File: src/sgb_pkg.sv
// ----------------------------------------------------------------------------
// sgb_pkg
// Shared constants, types and register codes of the separable Gaussian blur.
// ----------------------------------------------------------------------------
`default_nettype none

package sgb_pkg;

	localparam int MAX_WIDTH  = 2048;
	localparam int MAX_RADIUS = 4;
	localparam int RING       = 2 * MAX_RADIUS;
	localparam int TAPS       = 2 * MAX_RADIUS + 1;
	localparam int NPAIR      = MAX_RADIUS + 1;

	localparam int XW     = $clog2(MAX_WIDTH);
	localparam int HW     = 13;
	localparam int ROWW   = HW + 1;
	localparam int RW     = $clog2(MAX_RADIUS + 1);
	localparam int SLOTW  = $clog2(RING);
	localparam int HIDXW  = $clog2(TAPS);
	localparam int WGTW   = 16;
	localparam int FRAC   = 16;
	localparam int PSW    = 9;

	localparam int QDEPTH = 4;
	localparam int QPW    = $clog2(QDEPTH);
	localparam int QCW    = $clog2(QDEPTH + 1);

	localparam int PADDRW = 5;

	typedef enum logic [2:0] {
		REG_FRAME_WIDTH  = 3'd0,
		REG_FRAME_HEIGHT = 3'd1,
		REG_BLUR_RADIUS  = 3'd2,
		REG_COEF_CENTER  = 3'd3,
		REG_COEF_1       = 3'd4,
		REG_COEF_2       = 3'd5,
		REG_COEF_3       = 3'd6,
		REG_COEF_4       = 3'd7
	} reg_idx_t;

	// Channel 2 is red, 1 green, 0 blue.
	typedef logic [2:0][7:0] rgb_t;

	typedef logic [NPAIR-1:0][PSW-1:0]  psum_t;
	typedef logic [NPAIR-1:0][WGTW-1:0] wgt_t;

	typedef struct packed {
		logic [11:0] frame_width;
		logic [12:0] frame_height;
		logic [2:0]  blur_radius;
		wgt_t        coef;
	} cfg_t;

	typedef struct packed {
		rgb_t                          pix;
		logic [XW-1:0]                 x;
		logic                          wr;
		logic [SLOTW-1:0]              wslot;
		logic                          vert;
		logic [NPAIR-1:0][SLOTW-1:0]   vslot_up;
		logic [NPAIR-1:0][SLOTW-1:0]   vslot_dn;
		logic [NPAIR-1:0]              vpix_up;
		logic [NPAIR-1:0]              vpix_dn;
		logic                          emit;
		logic                          pass;
		logic                          frame_end;
		logic [RW-1:0]                 radius;
		logic [NPAIR-1:0][HIDXW-1:0]   hidx_up;
		logic [NPAIR-1:0][HIDXW-1:0]   hidx_dn;
	} cmd_t;

	typedef struct packed {
		logic [QCW-1:0] count;
		logic           full;
		logic           empty;
	} q_status_t;

endpackage

`default_nettype wire

File: src/sgb_queue.sv
// ----------------------------------------------------------------------------
// sgb_queue
// Short command queue between the classifying front and the filter back.
// ----------------------------------------------------------------------------
`default_nettype none

module sgb_queue (
	input  wire logic               clk,
	input  wire logic               arst_n,
	input  wire logic               push,
	input  wire sgb_pkg::cmd_t      push_cmd,
	input  wire logic               pop,
	output sgb_pkg::cmd_t           head,
	output sgb_pkg::q_status_t      status
);

	sgb_pkg::cmd_t                  mem_q [sgb_pkg::QDEPTH];
	logic [sgb_pkg::QPW-1:0]        wptr_q;
	logic [sgb_pkg::QPW-1:0]        rptr_q;
	logic [sgb_pkg::QCW-1:0]        count_q;

	always_ff @(posedge clk) begin
		if (push) begin
			mem_q[wptr_q] <= push_cmd;
		end
	end

	always_ff @(posedge clk or negedge arst_n) begin
		if (!arst_n) begin
			wptr_q  <= '0;
			rptr_q  <= '0;
			count_q <= '0;
		end else begin
			if (push) begin
				wptr_q <= wptr_q + 1'b1;
			end
			if (pop) begin
				rptr_q <= rptr_q + 1'b1;
			end
			case ({push, pop})
				2'b10:   count_q <= count_q + 1'b1;
				2'b01:   count_q <= count_q - 1'b1;
				default: count_q <= count_q;
			endcase
		end
	end

	assign head         = mem_q[rptr_q];
	assign status.count = count_q;
	assign status.full  = (count_q == sgb_pkg::QCW'(sgb_pkg::QDEPTH));
	assign status.empty = (count_q == '0);

endmodule

`default_nettype wire

File: config.mk
export PLATFORM = sky130hd
export DESIGN_NAME = sgb_queue
export DESIGN_NICKNAME = d
export VERILOG_FILES = /design/src/sgb_pkg.sv /design/src/sgb_queue.sv
export SDC_FILE = /design/constraint.sdc
export NUM_CORES = 1
export LEC_CHECK = 0
export BUFFER_PORTS_ARGS = -buffer_cell sky130_fd_sc_hd__buf_4
export CORE_ASPECT_RATIO = 1.25
export CORE_UTILIZATION = 30
export CTS_CLUSTER_DIAMETER = 200
export DETAILED_ROUTE_END_ITERATION = 16
export SLEW_MARGIN = 20
export SYNTH_ARGS = -nofsm -noshare
export SYNTH_HDL_FRONTEND = slang
export SYNTH_SLANG_ARGS = --single-unit
File: constraint.sdc
create_clock -name clk -period 4.8 [get_ports clk]
set_input_delay 0.72 -clock clk [delete_from_list [all_inputs] [get_ports clk]]
set_output_delay 0.72 -clock clk [all_outputs]
set_load 0.005 [all_outputs]
# [Word level (Yosys, flattened, before mapping)]
# Memories as Yosys holds them, arrays and structs flattened.
# Index checks and enable logic that the tools add are counted.
[classes] n_addsub=4 n_eq_ne=3 mux=3 reduce_logical=2
[op_table] op="$pmux 3 s2" n=1
[op_table] op="$add 2x1->2 const B" n=2
[op_table] op="$add 3x1->3 const B" n=1
[op_table] op="$eq 3x3->1 const B" n=1
[op_table] op="$logic_not 3->1" n=1
[op_table] op="$sub 3x1->3 const B" n=1
[op_table] op="$eq 2x1->1 const B" n=1
[op_table] op="$eq 2x2->1 const B" n=1
[op_table] op="$mux 1" n=2
[op_table] op="$reduce_bool 2->1" n=1
[word_totals] ff_bits=7 ramBits=504 inputBits=130 out_inout_bits=131 elab_cells=16 memories=1
[memory_table] name="mem_q" depth=4 width=126 rd=1 rd_clocked_by_memory_dff=0 wr=1 line_no="sgb_queue.sv:17" source="sgb_pkg::cmd_t mem_q [sgb_pkg::QDEPTH];"

# [Longest topological paths before layout]
[logic_depth] depth_word=2 ltp_mapped=7 mapped_depth_nobuf=7

# [Worst setup path after synthesis]
# OpenSTA, ideal clock, no wires.
[synth_path] path_kind="input-to-reg" start="input push" end="memory mem_q[0][0] (netlist name), enable pin" t_arrival_ns=3.608 path_slack_ns=0.692 cell_stages=1 n_path_buf=0 path_cell_list="and2_1"
[synth_via] elab_chain_cells=2
[synth_rtl] item="start: declaration" line_no="sgb_queue.sv:10" source="input wire logic push,"
[synth_rtl] item="$mux 1" line_no="sgb_queue.sv:23" source="if (push) begin"
[synth_rtl] item="$mux 1 (implied by the code)" line_no="sgb_queue.sv:24" source="mem_q[wptr_q] <= push_cmd;"
[synth_rtl] item="end: declaration" line_no="sgb_queue.sv:17"
# No other way between the ends.

==> results_dict.tcl <==
set metrics [dict create \
    cts_root_buf "clkbuf_16" \
    viasPerCell 4.44 \
    finalMaxSlewViolations 0 \
    p_leak_nw 7.74 \
    ys_seq_area_share_pct 81.9 \
    path_clk_slew_ns 0.06 \
    wl_per_cell_um 19.8 \
    register_area_sq_um 15300 \
    grt_remaining_overflow 0 \
    max_slew_margin_pct 41.1 \
    die-area_sq_um 63300 \
    r2r_cells 4 \
    synth_warnings 0 \
    layout_commonest_cell "edfxtp_1" \
    hold_path_depth 1 \
    route.detailed.drc 0 \
    multi_input_area_sq_um 3040 \
    cp-end-kind "primary output" \
    finClkSkew_ns 0.00989 \
    nNetsFinal 1126 \
    drt-total-wl_mm 36.6 \
    std_cell_rows 101 \
    drive_above_1_share_pct 46.1 \
    yosysUniqueCellTypes 18 \
    ios 261 \
    crit_path_start_kind "register" \
    synthCells 695 \
    finalSetupViolCount 0 \
    core-area_sq_um 61200 \
    hold_viol 0 \
    dp_hpwl_mm 20.5 \
    syn_area_per_cell_sq_um 26.9 \
    final_cell_mix "edfxtp_1 (504), buf_4 (263), mux4_2 (126)" \
    io_buffers 260 \
    h-tree-depth 2 \
    critPathMaxFanout 42 \
    totalPowerFinal_mw 13.8 \
    async_flop_share_pct 1.37 \
    crit_required_ns 4.08 \
    cts.sinks 511 \
    path_class "reg2out" \
    rsz0062_at_grt "false" \
    peakVddDrop_mv 0.562 \
    dieHeight_um 281 \
    vias 8225 \
    outcome "finished clean" \
    die_x_um 225 \
    area_growth_pct 23.7 \
    fillers 5567 \
    fmax_ghz 0.290 \
    start_util_pct 30.5 \
    synth_area_leaders "edfxtp_1 (81%), mux4_2 (15%), buf_12 (1.1%), dfrtp_1 (0.94%), buf_2 (0.35%)" \
    detail_route.first_pass.iterations 4 \
    p_per_area_nw_per_um2 598 \
    ys_ff_latch 511 \
    yosys.area.top_type_share_pct 81.0 \
    cts_tree "yes" \
    cts_resized 0 \
    worstPathArrival_ns 2.73 \
    syn_nets 831 \
    period_minus_slack_ns 3.45 \
    tns_ns 0 \
    grt_pass1_wl_mm 54.8 \
    first_global_vias 9101 \
    drt_iter0_drc 403 \
    antenna_found_initial 1 \
    gp_congestion 0.713 \
    clk_latency_ns 0.57 \
    synth_area_sq_um 18700 \
    grt_use_total_pct 11.6 \
    grt_max_degree 127 \
    tightest_slew_ns 0.884 \
    synth_enable_flop_cells 504 \
    numCtsBuffers 51 \
    post_cts.repair.setup_buffers 0 \
    antenna_left 0 \
    fin_crit_sh_pct 71.8 \
    hp-class "in2reg" \
    cts_max_path_buffers 3 \
    ys.flop_type "edfxtp_1" \
    yosys.area.top_type "edfxtp_1" \
    maxCapViolations 0 \
]
## report_power, final
group          internal [mW]  switching, mW  total, mW
Sequential              5.84          0.253       6.09
Clock                   2.17           1.62       3.79
Combinational           2.10           1.84       3.94
## stage by stage
| step | util (%) | hold slack, ns | setup slack (ns) | std cells | instance area, sq um |
|---|---|---|---|---|---|
| after floorplan | - | 0.424 | 0.692 | 695 | 18700 |
| after global placement | 35.2 | 0.509 | 1.88 | 1760 | 21500 |
| after detailed placement | 35.2 | 0.507 | 1.86 | 1760 | 21500 |
| after CTS | 37.8 | 0.289 | 1.21 | 1851 | 23100 |
| after global routing | 37.8 | 0.303 | 1.18 | 1852 | 23100 |
| final | 37.8 | 0.348 | 1.35 | 1852 | 23100 |
## critical path, cell delays in order (launching register included)
cell     delay, ns
dfrtp_4       0.88
buf_4         0.62
mux4_2        0.41
buf_4         0.15
## layer usage
metal  global-route usage [%]  wire (um)
met2                     19.9      18900
met5                        0          0
met1                     13.9      14300
met4                     3.91        949
met3                     3.51       2430
## flip-flops by register name, summed over array words and instances, names as in the netlist
register / flops
count_q: 3
mem_q: 504
rptr_q: 2
wptr_q: 2
## cells in the mapped netlist, types with 2 or more instances
library cell	n
ha_1	5
inv_1	6
o21ai_0	2
xor2_1	4
buf_12	10
mux4_2	126
xnor2_1	2
buf_2	13
dfrtp_1	7
buf_6	4
edfxtp_1	504
nand2_1	3
and2_1	4
## cells by family after synthesis
group	Yosys count	synth area share [%]
buffers and inverters	34	1.82
and+or+nand+nor	10	0.275
AOI/OAI and AO/OA	2	0.0536
DFF	511	81.9
xor gates and xnor gates	6	0.281
muxes	126	15.2
adders and majority gates	6	0.442
## what timing repair did
item                       4_1_cts  5_1_grt
hold endpoints to repair         7        0
setup endpoints to repair        0        0
hold buffers                     1        0
## area by class of cell
cell class,instances,area share [%]
antenna,1,0.0108
clock buffer,60,5.85
clock inverter,30,1.01
inverter,6,0.0975
multi-input combinational,150,13.2
sequential,511,66.3
tap,824,4.46
timing repair buffer,270,9.11
## worst paths after layout
check                            start             to  slack, ns
setup / recovery             rptr_q[1]       head[10]       1.35
hold / removal             push_cmd[6]    mem_q[1][6]       0.35
setup reg to reg             wptr_q[0]  mem_q[0][104]       2.75
hold reg to reg             count_q[2]     count_q[2]       0.52
max in group asynchronous       arst_n      rptr_q[0]       4.14
min in group asynchronous       arst_n     count_q[0]       0.52
Power figures use the tool's default switching activity.
