<file path="config.mk">
export PLATFORM = sky130hd
export DESIGN_NAME = sgb_front_flat
export DESIGN_NICKNAME = d
export VERILOG_FILES = /design/src/sgb_pkg.sv /design/src/sgb_if.sv /design/src/sgb_front.sv /design/src/flat_wrapper.sv
export SDC_FILE = /design/constraint.sdc
export NUM_CORES = 1
export LEC_CHECK = 0
export ABC_AREA = 1
export BUFFER_PORTS_ARGS = -buffer_cell sky130_fd_sc_hd__buf_2
export CAP_MARGIN = 15
export CORE_MARGIN = 1
export CORE_UTILIZATION = 50
export CTS_CLUSTER_SIZE = 16
export DETAILED_ROUTE_END_ITERATION = 12
export GPL_TIMING_DRIVEN = 0
export PLACE_DENSITY_LB_ADDON = 0.05
export SYNTH_ARGS = -nofsm -noshare
export SYNTH_HDL_FRONTEND = slang
export SYNTH_SLANG_ARGS = --single-unit
</file>
<file path="constraint.sdc">
create_clock -name clk -period 8.29 [get_ports clk]
set_input_delay 0.4145 -clock clk [delete_from_list [all_inputs] [get_ports clk]]
set_output_delay 0.4145 -clock clk [all_outputs]
set_load 0.01 [all_outputs]
</file>
<file path="src/sgb_pkg.sv">
// ----------------------------------------------------------------------------
// sgb_pkg
// Shared constants, types and register codes of the separable Gaussian blur.
// ----------------------------------------------------------------------------
`default_nettype none

package sgb_pkg;

	localparam int MAX_WIDTH  = 2048;
	localparam int MAX_RADIUS = 4;
	localparam int RING       = 2 * MAX_RADIUS;
	localparam int TAPS       = 2 * MAX_RADIUS + 1;
	localparam int NPAIR      = MAX_RADIUS + 1;

	localparam int XW     = $clog2(MAX_WIDTH);
	localparam int HW     = 13;
	localparam int ROWW   = HW + 1;
	localparam int RW     = $clog2(MAX_RADIUS + 1);
	localparam int SLOTW  = $clog2(RING);
	localparam int HIDXW  = $clog2(TAPS);
	localparam int WGTW   = 16;
	localparam int FRAC   = 16;
	localparam int PSW    = 9;

	localparam int QDEPTH = 4;
	localparam int QPW    = $clog2(QDEPTH);
	localparam int QCW    = $clog2(QDEPTH + 1);

	localparam int PADDRW = 5;

	typedef enum logic [2:0] {
		REG_FRAME_WIDTH  = 3'd0,
		REG_FRAME_HEIGHT = 3'd1,
		REG_BLUR_RADIUS  = 3'd2,
		REG_COEF_CENTER  = 3'd3,
		REG_COEF_1       = 3'd4,
		REG_COEF_2       = 3'd5,
		REG_COEF_3       = 3'd6,
		REG_COEF_4       = 3'd7
	} reg_idx_t;

	// Channel 2 is red, 1 green, 0 blue.
	typedef logic [2:0][7:0] rgb_t;

	typedef logic [NPAIR-1:0][PSW-1:0]  psum_t;
	typedef logic [NPAIR-1:0][WGTW-1:0] wgt_t;

	typedef struct packed {
		logic [11:0] frame_width;
		logic [12:0] frame_height;
		logic [2:0]  blur_radius;
		wgt_t        coef;
	} cfg_t;

	typedef struct packed {
		rgb_t                          pix;
		logic [XW-1:0]                 x;
		logic                          wr;
		logic [SLOTW-1:0]              wslot;
		logic                          vert;
		logic [NPAIR-1:0][SLOTW-1:0]   vslot_up;
		logic [NPAIR-1:0][SLOTW-1:0]   vslot_dn;
		logic [NPAIR-1:0]              vpix_up;
		logic [NPAIR-1:0]              vpix_dn;
		logic                          emit;
		logic                          pass;
		logic                          frame_end;
		logic [RW-1:0]                 radius;
		logic [NPAIR-1:0][HIDXW-1:0]   hidx_up;
		logic [NPAIR-1:0][HIDXW-1:0]   hidx_dn;
	} cmd_t;

	typedef struct packed {
		logic [QCW-1:0] count;
		logic           full;
		logic           empty;
	} q_status_t;

endpackage

`default_nettype wire

</file>
<file path="src/sgb_if.sv">
// ----------------------------------------------------------------------------
// sgb_if
// Valid/ready channels for input pixels and blurred output pixels.
// ----------------------------------------------------------------------------
`default_nettype none

interface sgb_in_if;
	logic       valid;
	logic       ready;
	logic       kind;
	logic [7:0] red_in;
	logic [7:0] green_in;
	logic [7:0] blue_in;

	modport source (output valid, kind, red_in, green_in, blue_in, input ready);
	modport sink   (input valid, kind, red_in, green_in, blue_in, output ready);
endinterface


`default_nettype wire

</file>
<file path="src/sgb_front.sv">
// ----------------------------------------------------------------------------
// sgb_front
// Accepts beats, tracks frame position and turns each beat into a command.
// ----------------------------------------------------------------------------
`default_nettype none

module sgb_front (
	input  wire logic          clk,
	input  wire logic          arst_n,
	input  wire sgb_pkg::cfg_t cfg,
	sgb_in_if.sink             px_in,
	input  wire logic          q_full,
	output logic               push,
	output sgb_pkg::cmd_t      cmd
);

	localparam int XW   = sgb_pkg::XW;
	localparam int HW   = sgb_pkg::HW;
	localparam int ROWW = sgb_pkg::ROWW;
	localparam int RW   = sgb_pkg::RW;
	localparam int HXW  = sgb_pkg::HIDXW;

	logic [ROWW-1:0] in_row_q;
	logic [XW-1:0]   in_col_q;
	logic [RW-1:0]   vcnt_q;
	logic [XW-1:0]   oc_q;
	logic [HW-1:0]   orow_q;
	logic [XW-1:0]   act_wm1_q;
	logic [HW-1:0]   act_hm1_q;
	logic [RW-1:0]   act_r_q;

	logic            accept, latch, real_px, drop, pass, vert, emit, fend;
	logic [XW-1:0]   wm1_reg, wm1;
	logic [HW-1:0]   hm1_reg, hm1;
	logic [RW-1:0]   r_reg, r;
	logic [ROWW-1:0] y, up_t, dn_t;
	logic [ROWW:0]   dn_s;
	logic [XW-1:0]   rem, m_up, m_dn;

	assign px_in.ready = !q_full;
	assign accept      = px_in.valid && px_in.ready;

	always_comb begin
		if (cfg.frame_width == '0) begin
			wm1_reg = '0;
		end else if (cfg.frame_width > 12'(sgb_pkg::MAX_WIDTH)) begin
			wm1_reg = XW'(sgb_pkg::MAX_WIDTH - 1);
		end else begin
			wm1_reg = XW'(cfg.frame_width - 12'd1);
		end
		hm1_reg = (cfg.frame_height == '0) ? '0 : cfg.frame_height - 13'd1;
		r_reg   = (cfg.blur_radius > 3'(sgb_pkg::MAX_RADIUS)) ?
			RW'(sgb_pkg::MAX_RADIUS) : RW'(cfg.blur_radius);

		// Geometry is taken from the registers on the first pixel of a frame.
		latch = !px_in.kind && (in_row_q == '0) && (in_col_q == '0);
		wm1   = latch ? wm1_reg : act_wm1_q;
		hm1   = latch ? hm1_reg : act_hm1_q;
		r     = latch ? r_reg   : act_r_q;

		real_px = (in_row_q <= ROWW'(hm1));
		pass    = (r == '0);
		drop    = (real_px && px_in.kind) || (!real_px && pass);
		vert    = !pass && (in_row_q >= ROWW'(r));
		emit    = pass || (vert && (vcnt_q >= r));
		if (pass) begin
			fend = (in_row_q == ROWW'(hm1)) && (in_col_q == wm1);
		end else begin
			fend = emit && (orow_q == hm1) && (oc_q == wm1);
		end

		y   = in_row_q - ROWW'(r);
		rem = wm1 - oc_q;

		cmd.pix       = {px_in.red_in, px_in.green_in, px_in.blue_in};
		cmd.x         = in_col_q;
		cmd.wr        = real_px && !pass;
		cmd.wslot     = in_row_q[sgb_pkg::SLOTW-1:0];
		cmd.vert      = vert;
		cmd.emit      = emit;
		cmd.pass      = pass;
		cmd.frame_end = fend;
		cmd.radius    = r;

		for (int k = 0; k < sgb_pkg::NPAIR; k++) begin
			up_t = (y >= ROWW'(k)) ? y - ROWW'(k) : '0;
			dn_s = (ROWW+1)'(y) + (ROWW+1)'(k);
			dn_t = (dn_s > (ROWW+1)'(hm1)) ? ROWW'(hm1) : dn_s[ROWW-1:0];
			cmd.vslot_up[k] = up_t[sgb_pkg::SLOTW-1:0];
			cmd.vslot_dn[k] = dn_t[sgb_pkg::SLOTW-1:0];
			cmd.vpix_up[k]  = real_px && (up_t == in_row_q);
			cmd.vpix_dn[k]  = real_px && (dn_t == in_row_q);

			// Window index of a horizontal tap, clamped at the row edges.
			m_up = (XW'(k) < oc_q) ? XW'(k) : oc_q;
			m_dn = (XW'(k) < rem) ? XW'(k) : rem;
			if (RW'(k) > r) begin
				cmd.hidx_up[k] = '0;
				cmd.hidx_dn[k] = '0;
			end else begin
				cmd.hidx_up[k] = HXW'(r) + HXW'(m_up);
				cmd.hidx_dn[k] = HXW'(r) - HXW'(m_dn);
			end
		end

		push = accept && !drop;
	end

	always_ff @(posedge clk or negedge arst_n) begin
		if (!arst_n) begin
			in_row_q  <= '0;
			in_col_q  <= '0;
			vcnt_q    <= '0;
			oc_q      <= '0;
			orow_q    <= '0;
			act_wm1_q <= XW'(639);
			act_hm1_q <= HW'(479);
			act_r_q   <= '0;
		end else if (push) begin
			if (latch) begin
				act_wm1_q <= wm1_reg;
				act_hm1_q <= hm1_reg;
				act_r_q   <= r_reg;
			end
			if (fend) begin
				in_row_q <= '0;
				in_col_q <= '0;
				vcnt_q   <= '0;
				oc_q     <= '0;
				orow_q   <= '0;
			end else begin
				if (in_col_q == wm1) begin
					in_col_q <= '0;
					in_row_q <= in_row_q + 1'b1;
				end else begin
					in_col_q <= in_col_q + 1'b1;
				end
				if (vert && (vcnt_q < RW'(sgb_pkg::MAX_RADIUS))) begin
					vcnt_q <= vcnt_q + 1'b1;
				end
				if (emit && !pass) begin
					if (oc_q == wm1) begin
						oc_q   <= '0;
						orow_q <= orow_q + 1'b1;
					end else begin
						oc_q <= oc_q + 1'b1;
					end
				end
			end
		end
	end

endmodule

`default_nettype wire

</file>
<file path="src/flat_wrapper.sv">
// flat-port wrapper written by rule: the top's interface ports become plain ports
module sgb_front_flat 
  (clk, arst_n, cfg, q_full, push, cmd, px_in_valid, px_in_kind, px_in_red_in, px_in_green_in, px_in_blue_in, px_in_ready);
  sgb_in_if px_in_i ();
  input  wire logic clk;
  input  wire logic arst_n;
  input  wire sgb_pkg::cfg_t cfg;
  input  wire logic q_full;
  output logic push;
  output sgb_pkg::cmd_t cmd;
  input wire logic [$bits(px_in_i.valid)-1:0] px_in_valid;
  input wire logic [$bits(px_in_i.kind)-1:0] px_in_kind;
  input wire logic [$bits(px_in_i.red_in)-1:0] px_in_red_in;
  input wire logic [$bits(px_in_i.green_in)-1:0] px_in_green_in;
  input wire logic [$bits(px_in_i.blue_in)-1:0] px_in_blue_in;
  output wire logic [$bits(px_in_i.ready)-1:0] px_in_ready;
  assign px_in_i.valid = px_in_valid;
  assign px_in_i.kind = px_in_kind;
  assign px_in_i.red_in = px_in_red_in;
  assign px_in_i.green_in = px_in_green_in;
  assign px_in_i.blue_in = px_in_blue_in;
  assign px_in_ready = px_in_i.ready;
  sgb_front u_core (.clk(clk), .arst_n(arst_n), .cfg(cfg), .px_in(px_in_i), .q_full(q_full), .push(push), .cmd(cmd));
endmodule
</file>
==> Word level (Yosys, flattened, before mapping) <==
Cells that the tools add are included.
{ "op_classes": {"add_sub_neg": 27, "magnitude_cmp": 31, "eq_ne": 14, "n_mux": 50, "n_reduce_logical": 44} }
{ "op_table": {"columns": ["op", "n"], "rows": [
  ["14-bit 2-to-1 mux", 12],
  ["14-bit equality test", 10],
  ["11-bit 2-to-1 mux", 8],
  ["4-bit 2-to-1 mux", 20],
  ["13-bit 2-to-1 mux", 5],
  ["15-bit by 13-bit > comparator with 1-bit output", 4],
  ["1-bit by 11-bit < comparator with 1-bit output (first input constant)", 4],
  ["2-bit by 11-bit < comparator with 1-bit output (first input constant)", 4],
  ["14-bit by 2-bit adder with 15-bit output (second input constant)", 2],
  ["14-bit by 1-bit greater-or-equal comparator with 1-bit output (second input constant)", 2],
  ["14-bit by 2-bit greater-or-equal comparator with 1-bit output (second input constant)", 2],
  ["14-bit by 2-bit subtractor with 14-bit output (second input constant)", 2],
  ["1-bit logical AND", 24],
  ["11-bit by 1-bit adder with 11-bit output (second input constant)", 2],
  ["11-bit equality test", 2],
  ["3-bit by 11-bit < comparator with 1-bit output (first input constant)", 2],
  ["3-bit by 4-bit adder with 4-bit output", 5],
  ["3-bit by 4-bit subtractor with 4-bit output", 5],
  ["14-bit by 1-bit adder with 15-bit output (second input constant)", 1],
  ["14-bit by 3-bit adder with 15-bit output (second input constant)", 1],
  ["14-bit by 1-bit adder with 14-bit output (second input constant)", 1],
  ["14-bit by 13-bit equality test with 1-bit output", 1],
  ["14-bit by 3-bit greater-or-equal comparator with 1-bit output", 1],
  ["14-bit by 3-bit greater-or-equal comparator with 1-bit output (second input constant)", 1],
  ["other kinds (30)", 45]
]} }
{ "totals": {"regBits": 79, "inputBits": 137, "out_inout_bits": 128, "word_cells": 174} }

==> Depth between registers and ports, before layout <==
Gate-level depths: netlist of the first run.
{ "logic_depth": {"ltp_word": 14, "mapped_depth": 44, "ltp_nobuf": 41} }

==> Worst setup path after synthesis of the first run <==
Ideal clock, no wire load.
{ "synth_path": {"kind": "register to output", "startpoint": "register u_core.in_row_q[1]", "endpoint": "output port cmd[50] in the netlist's numbering", "arrival_time_ns": 6.396, "required_ns": 7.875, "setup_slack_ns": 1.479, "path_stages_with_launch": 38, "n_path_buf": 3, "cell_sequence": "dfrtp_1 -> clkbuf_1 -> inv_1 -> clkbuf_1 -> ha_1 -> nand4_1 -> nor2_2 -> nand4_4 -> nor2_2 -> a21boi_2 -> inv_2 -> ha_1 -> inv_1 -> fa_1 -> nand2_1 -> nand2_1 -> inv_1 -> ha_1 -> [2 not listed] -> nand2_1 -> xor2_1 -> inv_1 -> ha_1 -> nand3_1 -> nor2_1 -> or3b_2 -> nand2_1 -> nand2_1 -> inv_1 -> nand2_4 -> buf_6 -> nand2_1 -> o21ai_1 -> xor2_1 -> nor2_1 -> nand3_1 -> nor2_1"} }
{ "synth_rtl": {"columns": ["item", "line_no", "rtl"], "rows": [
  ["start: declaration", "sgb_front.sv:23", "logic [ROWW-1:0] in_row_q;"],
  ["start signal: assignment", "sgb_front.sv:134", "in_row_q <= in_row_q + 1'b1;"],
  ["end: declaration", "flat_wrapper.sv:10", "output sgb_pkg::cmd_t cmd;"]
]} }

==> metrics, run 1 <==
post-route cell area=15400 sq um; CTS Sinks=79; clk buf depth=2; placed inst area=14900 sq um; Worst Path Required=7880 ps; synth warn=0; Fmax achieved=126 MHz; Mapped Area=13600 sq um; Switch Pwr=0.228 mW; Die Y=167 um; area delta synth->final=13.5%; proportion of layout cells with a drive suffix above 1=17.9%; slowest CP cell=clkinvlp_4; Switching Share=25.8%; Leak=8.48 nW; flops & latches, synth=79; critical path arrival=7530 ps; cell area power density=57.3 nW/um^2; post-synthesis cell count=2151; WL/cell=19.6 um; Core Rows=59; GP Congestion=1.02; ANT cells=0; Syn Area/Cell=6.31 sq um; Setup violations, final=0; critical path startpoint=u_core.in_row_q[1]; ANT nets after route=0; Seq pwr share=43.6%; CP Max Fanout=14; nets=2635; vias in the first global route=14200; Root Buffer Master=clkbuf_16; total grt overflow=0; CTS tree=done; Die X-Extent=167 um; status=complete, no violations; most frequent cells in the layout=nand2_1 (573), inv_1 (224), nor2_1 (216); Unique masters post-synth=63; Worst-path clk slew=70 ps; first-pass GRT wire length=80400 um; top post-synthesis cells by area=nand2_1 (16%), ha_1 (13%), dfrtp_1 (12%), nand3_1 (7.8%), inv_1 (6.3%); sequential fraction of the synthesis area=14.7%; Final Critical Period=7950 ps; final-layout fill cell count=2714; fin crit share=95.9%; Slew @ Worst Pin=898 ps; commonest non-fill, non-tap cell in the layout=nand2_1; Post-Route Hold Slack=38.8 ps; Global Route Usage Sum=37.3%; dpl hpwl=41300 um; routed vias=15500; count of hold-fix buffers inserted at cts=0; Initial Util=51.5%; placed insts=2660; quantity of I/O buffers inserted on ports=159; initial antenna violation count=0; r2r endpoint=u_core.act_hm1_q[9]; Worst-Skew Late Latency=350 ps; cell-internal power=0.656 mW; Relative slew margins=40.2%; I/O pin total=265; flop-to-flop setup slack=1450 ps; worst setup path category=reg2out; CP endpoint kind=primary output; DR pass1 iterations=6; H-tree level count=3; drt drc=0; Most common cell on crit path=nand2_1; clock power share=49.0%; largest net degree at the start of global routing=44; worst min path class=in2async; top cell type's share of synthesized area=15.9%; Yosys top cell by area=nand2_1; WL final=52600 um; Cell Count, Final, Fillers Out=2686; VDD IR max=0.0948 mV; die area=27800 sq um; Inserted Clock Buffers=9; fin util=58.5%; Worst Skew=10.2 ps; 1st-iter DRT viols=1416; final hold vios=0; R2R depth=28; max incr delay on CP=540 ps; R2R Path Start=u_core.in_row_q[1]; core area=26400 sq um; fin. max-slew vios=0; Max Cap Viol=0; CP Launch Type=flip-flop; combinational share of power=7.4%; Vias per Instance=5.79
==> how the worst max path moves through the flow <==
stage / to / slack, ps / cells after the start
after detailed placement: cmd[49] / -1260 / 36
after global routing: cmd[50] / -7 / 41
after global placement: cmd[49] / -1290 / 36
after CTS: cmd[50] / 3 / 41
after floorplan: cmd[50] / 1480 / 37
final: cmd[47] / 340 / 35
==> synthesized netlist by cell type, drive strengths merged <==
master and n:
o2111ai 1, o21ai 106, nor4 16, a21o 2, nor2 243, nand2 628, clkbuf 18, nor3b 3
or3b 1, o21a 4, fa 12, a21oi 73, nor4b 1, clkinv 6, o21bai 2, nand4 58
or4 1, buf 72, xor2 97, dfstp 16, a21boi 3, a31o 1, o211ai 11, nor3 47
or2 13, inv 244, nand3b 6, xnor2 12, a211oi 4, o31ai 1, o221ai 4, o31a 1
a221oi 3, conb 2, dfrtp 63, ha 140, nand3 219, a31oi 11, o22ai 3, a2111oi 3
==> state kept, by name, indices dropped and copies added (netlist names) <==
signal	count
u_core.act_hm1_q	13
u_core.act_r_q	3
u_core.act_wm1_q	11
u_core.in_col_q	11
u_core.in_row_q	14
u_core.oc_q	11
u_core.orow_q	13
u_core.vcnt_q	3
==> cells by family after synthesis <==
logic type      synth area share [%]
buf+inv                         11.4
fa+ha+maj                       14.7
xor+xnor                        7.19
other cells                   0.0553
flops                           14.7
simple gates                    42.0
compound gates                  9.93
==> power groups by stage <==
stage / Sequential [mW] / Combinational [mW] / Clock, mW
after global routing: 0.385 / 0.0731 / 0.445
after floorplan: 0.393 / 0.0339 / 0
after global placement: 0.393 / 0.0626 / 0
after detailed placement: 0.393 / 0.0654 / 0
final: 0.386 / 0.0652 / 0.433
after CTS: 0.386 / 0.0657 / 0.431
==> what timing repair did <==
item                       4_1_cts  5_1_grt
setup endpoints to repair       17        6
pin swaps                        1        4
setup buffers                    8        3
resized for setup               20       21
==> metal layers <==
metal | vias up | routed length [um] | track usage [%]
met5 | - | 0 | 0
met4 | 0 | 2110 | 15.3
met3 | 121 | 5180 | 3.28
met2 | 804 | 23300 | 59.3
met1 | 7222 | 22000 | 52.0
li1 | 7401 | - | -
==> metrics by stage <==
step	setup TNS [ps]	worst slack, ps	power, mW
after floorplan	0	1480	0.427
after global placement	-10850	-1290	0.455
after detailed placement	-11340	-1260	0.458
after CTS	0	3.50	0.883
after global routing	-6.91	-6.91	0.903
final	0	341	0.884
==> layout make-up <==
class | count | area, sq um | area share (%)
Tap cell | 335 | 419 | 2.72
Sequential cell | 79 | 2000 | 13.0
Inverter | 250 | 973 | 6.31
Clock inverter | 7 | 87.6 | 0.568
Timing Repair Buffer | 171 | 933 | 6.05
Multi-Input combinational cell | 1746 | 10200 | 65.9
Clock buffer | 9 | 225 | 1.46
Buffer | 89 | 618 | 4.01
==> critical path: cells and delay by family, from the launching register on <==
family | cells | cell delay, ps
AOI/OAI and AO/OA | 1 | 240
and+or+nand+nor | 19 | 2460
xor gates and xnor gates | 1 | 180
adders and majority gates | 4 | 1550
buffers and inverters | 10 | 2210
DFF | 1 | 500
No activity file was read; power rests on OpenSTA's default activity.
==> run 2: changes to the inputs <==
- BUFFER_PORTS_ARGS: -buffer_cell sky130_fd_sc_hd__buf_2 -> not set
- DONT_BUFFER_PORTS: not set -> 1
==> metrics, run 2 (synthesis gave the netlist of run 1 again) <==
worst setup path category=reg2out; final hold vios=0; worst min path class=in2reg; fin util=55.4%; 1st-iter DRT viols=1455; Worst-path clk slew=70 ps; Inserted Clock Buffers=9; placed insts=2500; Top reg by flops=u_core.in_row_q; WL/cell=20.4 um; final-layout fill cell count=2679; biggest regs=u_core.in_row_q (14), u_core.act_hm1_q (13), u_core.orow_q (13); Worst-Skew Late Latency=350 ps; routed vias=14900; first-pass GRT wire length=78800 um; Initial Util=51.5%; fin. max-slew vios=0; Vias per Instance=5.89; initial antenna violation count=1; Most common cell on crit path=ha_1; commonest non-fill, non-tap cell in the layout=nand2_1; CP Launch Type=flip-flop; I/O pin total=265; Final Critical Period=8070 ps; Root Buffer Master=clkbuf_16; total grt overflow=0; proportion of layout cells with a drive suffix above 1=11.7%; status=complete, no violations; CTS Sinks=79; Die Y=167 um; Relative slew margins=30.7%; Leak=7.75 nW; critical path arrival=7650 ps; Die X-Extent=167 um; placed inst area=14100 sq um; vias in the first global route=13900; Max Cap Viol=0; clk buf depth=2; Worst Path Required=7880 ps; Fmax achieved=124 MHz; VDD IR max=0.0993 mV; CP endpoint kind=primary output; nets=2473; flop-to-flop setup slack=1290 ps; WL final=51600 um; dpl hpwl=40200 um; Post-Route Hold Slack=369 ps; Core Rows=59; core area=26400 sq um; post-route cell area=14600 sq um; Worst Skew=12.3 ps; slowest CP cell=fa_2; quantity of I/O buffers inserted on ports=0; RSZ-0062 raised after global routing=false; drt drc=0; largest net degree at the start of global routing=80; Slew @ Worst Pin=1010 ps; cell area power density=60.7 nW/um^2; Largest register FFs=14; ANT nets after route=0; H-tree level count=3; CP Max Fanout=13; GP Congestion=1.04; max incr delay on CP=740 ps; Cell Count, Final, Fillers Out=2524; Power, Total=0.887 mW; Setup violations, final=0; DR pass1 iterations=6; Global Route Usage Sum=36.8%; most frequent cells in the layout=nand2_1 (572), inv_1 (225), nor2_1 (216); fin crit share=97.3%; die area=27800 sq um; CTS tree=done; ANT cells=0; area delta synth->final=7.58%
[run 2: cell types whose count changed in the layout (fill, tap and decap cells not counted), moves of 2 or more]
cell,before,now
buf_2,171,14
buf_4,56,51
clkbuf_8,0,3
nor2_2,13,10
nor2_4,11,14
buf_12,2,0
inv_8,2,0
nand2_2,35,37
nand2_4,19,17
[run 2: worst max-delay path, delay by kind of cell, from the launching register on]
| kind | cells | cell delay (ps) |
|---|---|---|
| xor gates and xnor gates | 1 | 260 |
| buffers and inverters | 9 | 1630 |
| and+or+nand+nor | 18 | 2850 |
| adders and majority gates | 5 | 1740 |
| AOI/OAI and AO/OA | 2 | 300 |
| DFF | 1 | 480 |
[run 2: metal layers]
layer,vias up,wire (um),part of all wire (%),track usage (%)
li1,7098,-,-,-
met1,6929,21800,42,48.8
met2,706,22600,44,58.6
met3,139,4780,9.3,6.30
met4,0,2420,4.7,16.1
met5,-,0,0,0
[run 2: where the power goes]
group,switching (mW),internal [mW],total (mW)
logic,0.0287,0.0188,0.0475
registers,0,0.386,0.386
clock network,0.180,0.274,0.454
total,0.209,0.678,0.887
[run 2: timing repair]
item | 4_1_cts | 5_1_grt
gates cloned | 1 | 0
resized for setup | 25 | 21
endpoints found under the hold margin | 79 | 0
pin swaps | 1 | 4
setup buffers | 4 | 1
hold buffers | 2 | 0
endpoints found under the setup margin | 21 | 5
[run 2: worst paths after layout]
check | startpoint | to | cells past startpoint
worst min-delay path | cfg[104] | u_core.act_wm1_q[8] | 3
worst min register to register | u_core.act_wm1_q[9] | u_core.act_wm1_q[9] | 2
worst max register to register | u_core.in_row_q[1] | u_core.act_hm1_q[10] | 28
worst max-delay path | u_core.in_row_q[1] | cmd[49] | 35
max in group asynchronous | arst_n | u_core.act_wm1_q[6] | 2
min in group asynchronous | arst_n | u_core.oc_q[4] | 2
[run 2: layout make-up]
cell class              count  area, sq um  area share, %
plain buffers              90          634           4.34
clock inverters             6         92.6          0.634
clock buffers              10          239           1.64
multi-input cells        1746        10200           69.7
well taps                 335          419           2.87
flip-flops and latches     79         2000           13.7
repair inverters            1         5.00         0.0342
inverters                 250          972           6.65
repair buffers              7         72.6          0.497
[run 2: metrics by stage]
stage	worst slack [ps]	TNS, ps
2_1_floorplan	1480	0
3_3_place_gp	-1540	-14170
3_5_place_dp	-1530	-14790
4_1_cts	39.5	0
5_1_grt	20.9	0
6_report	224	0
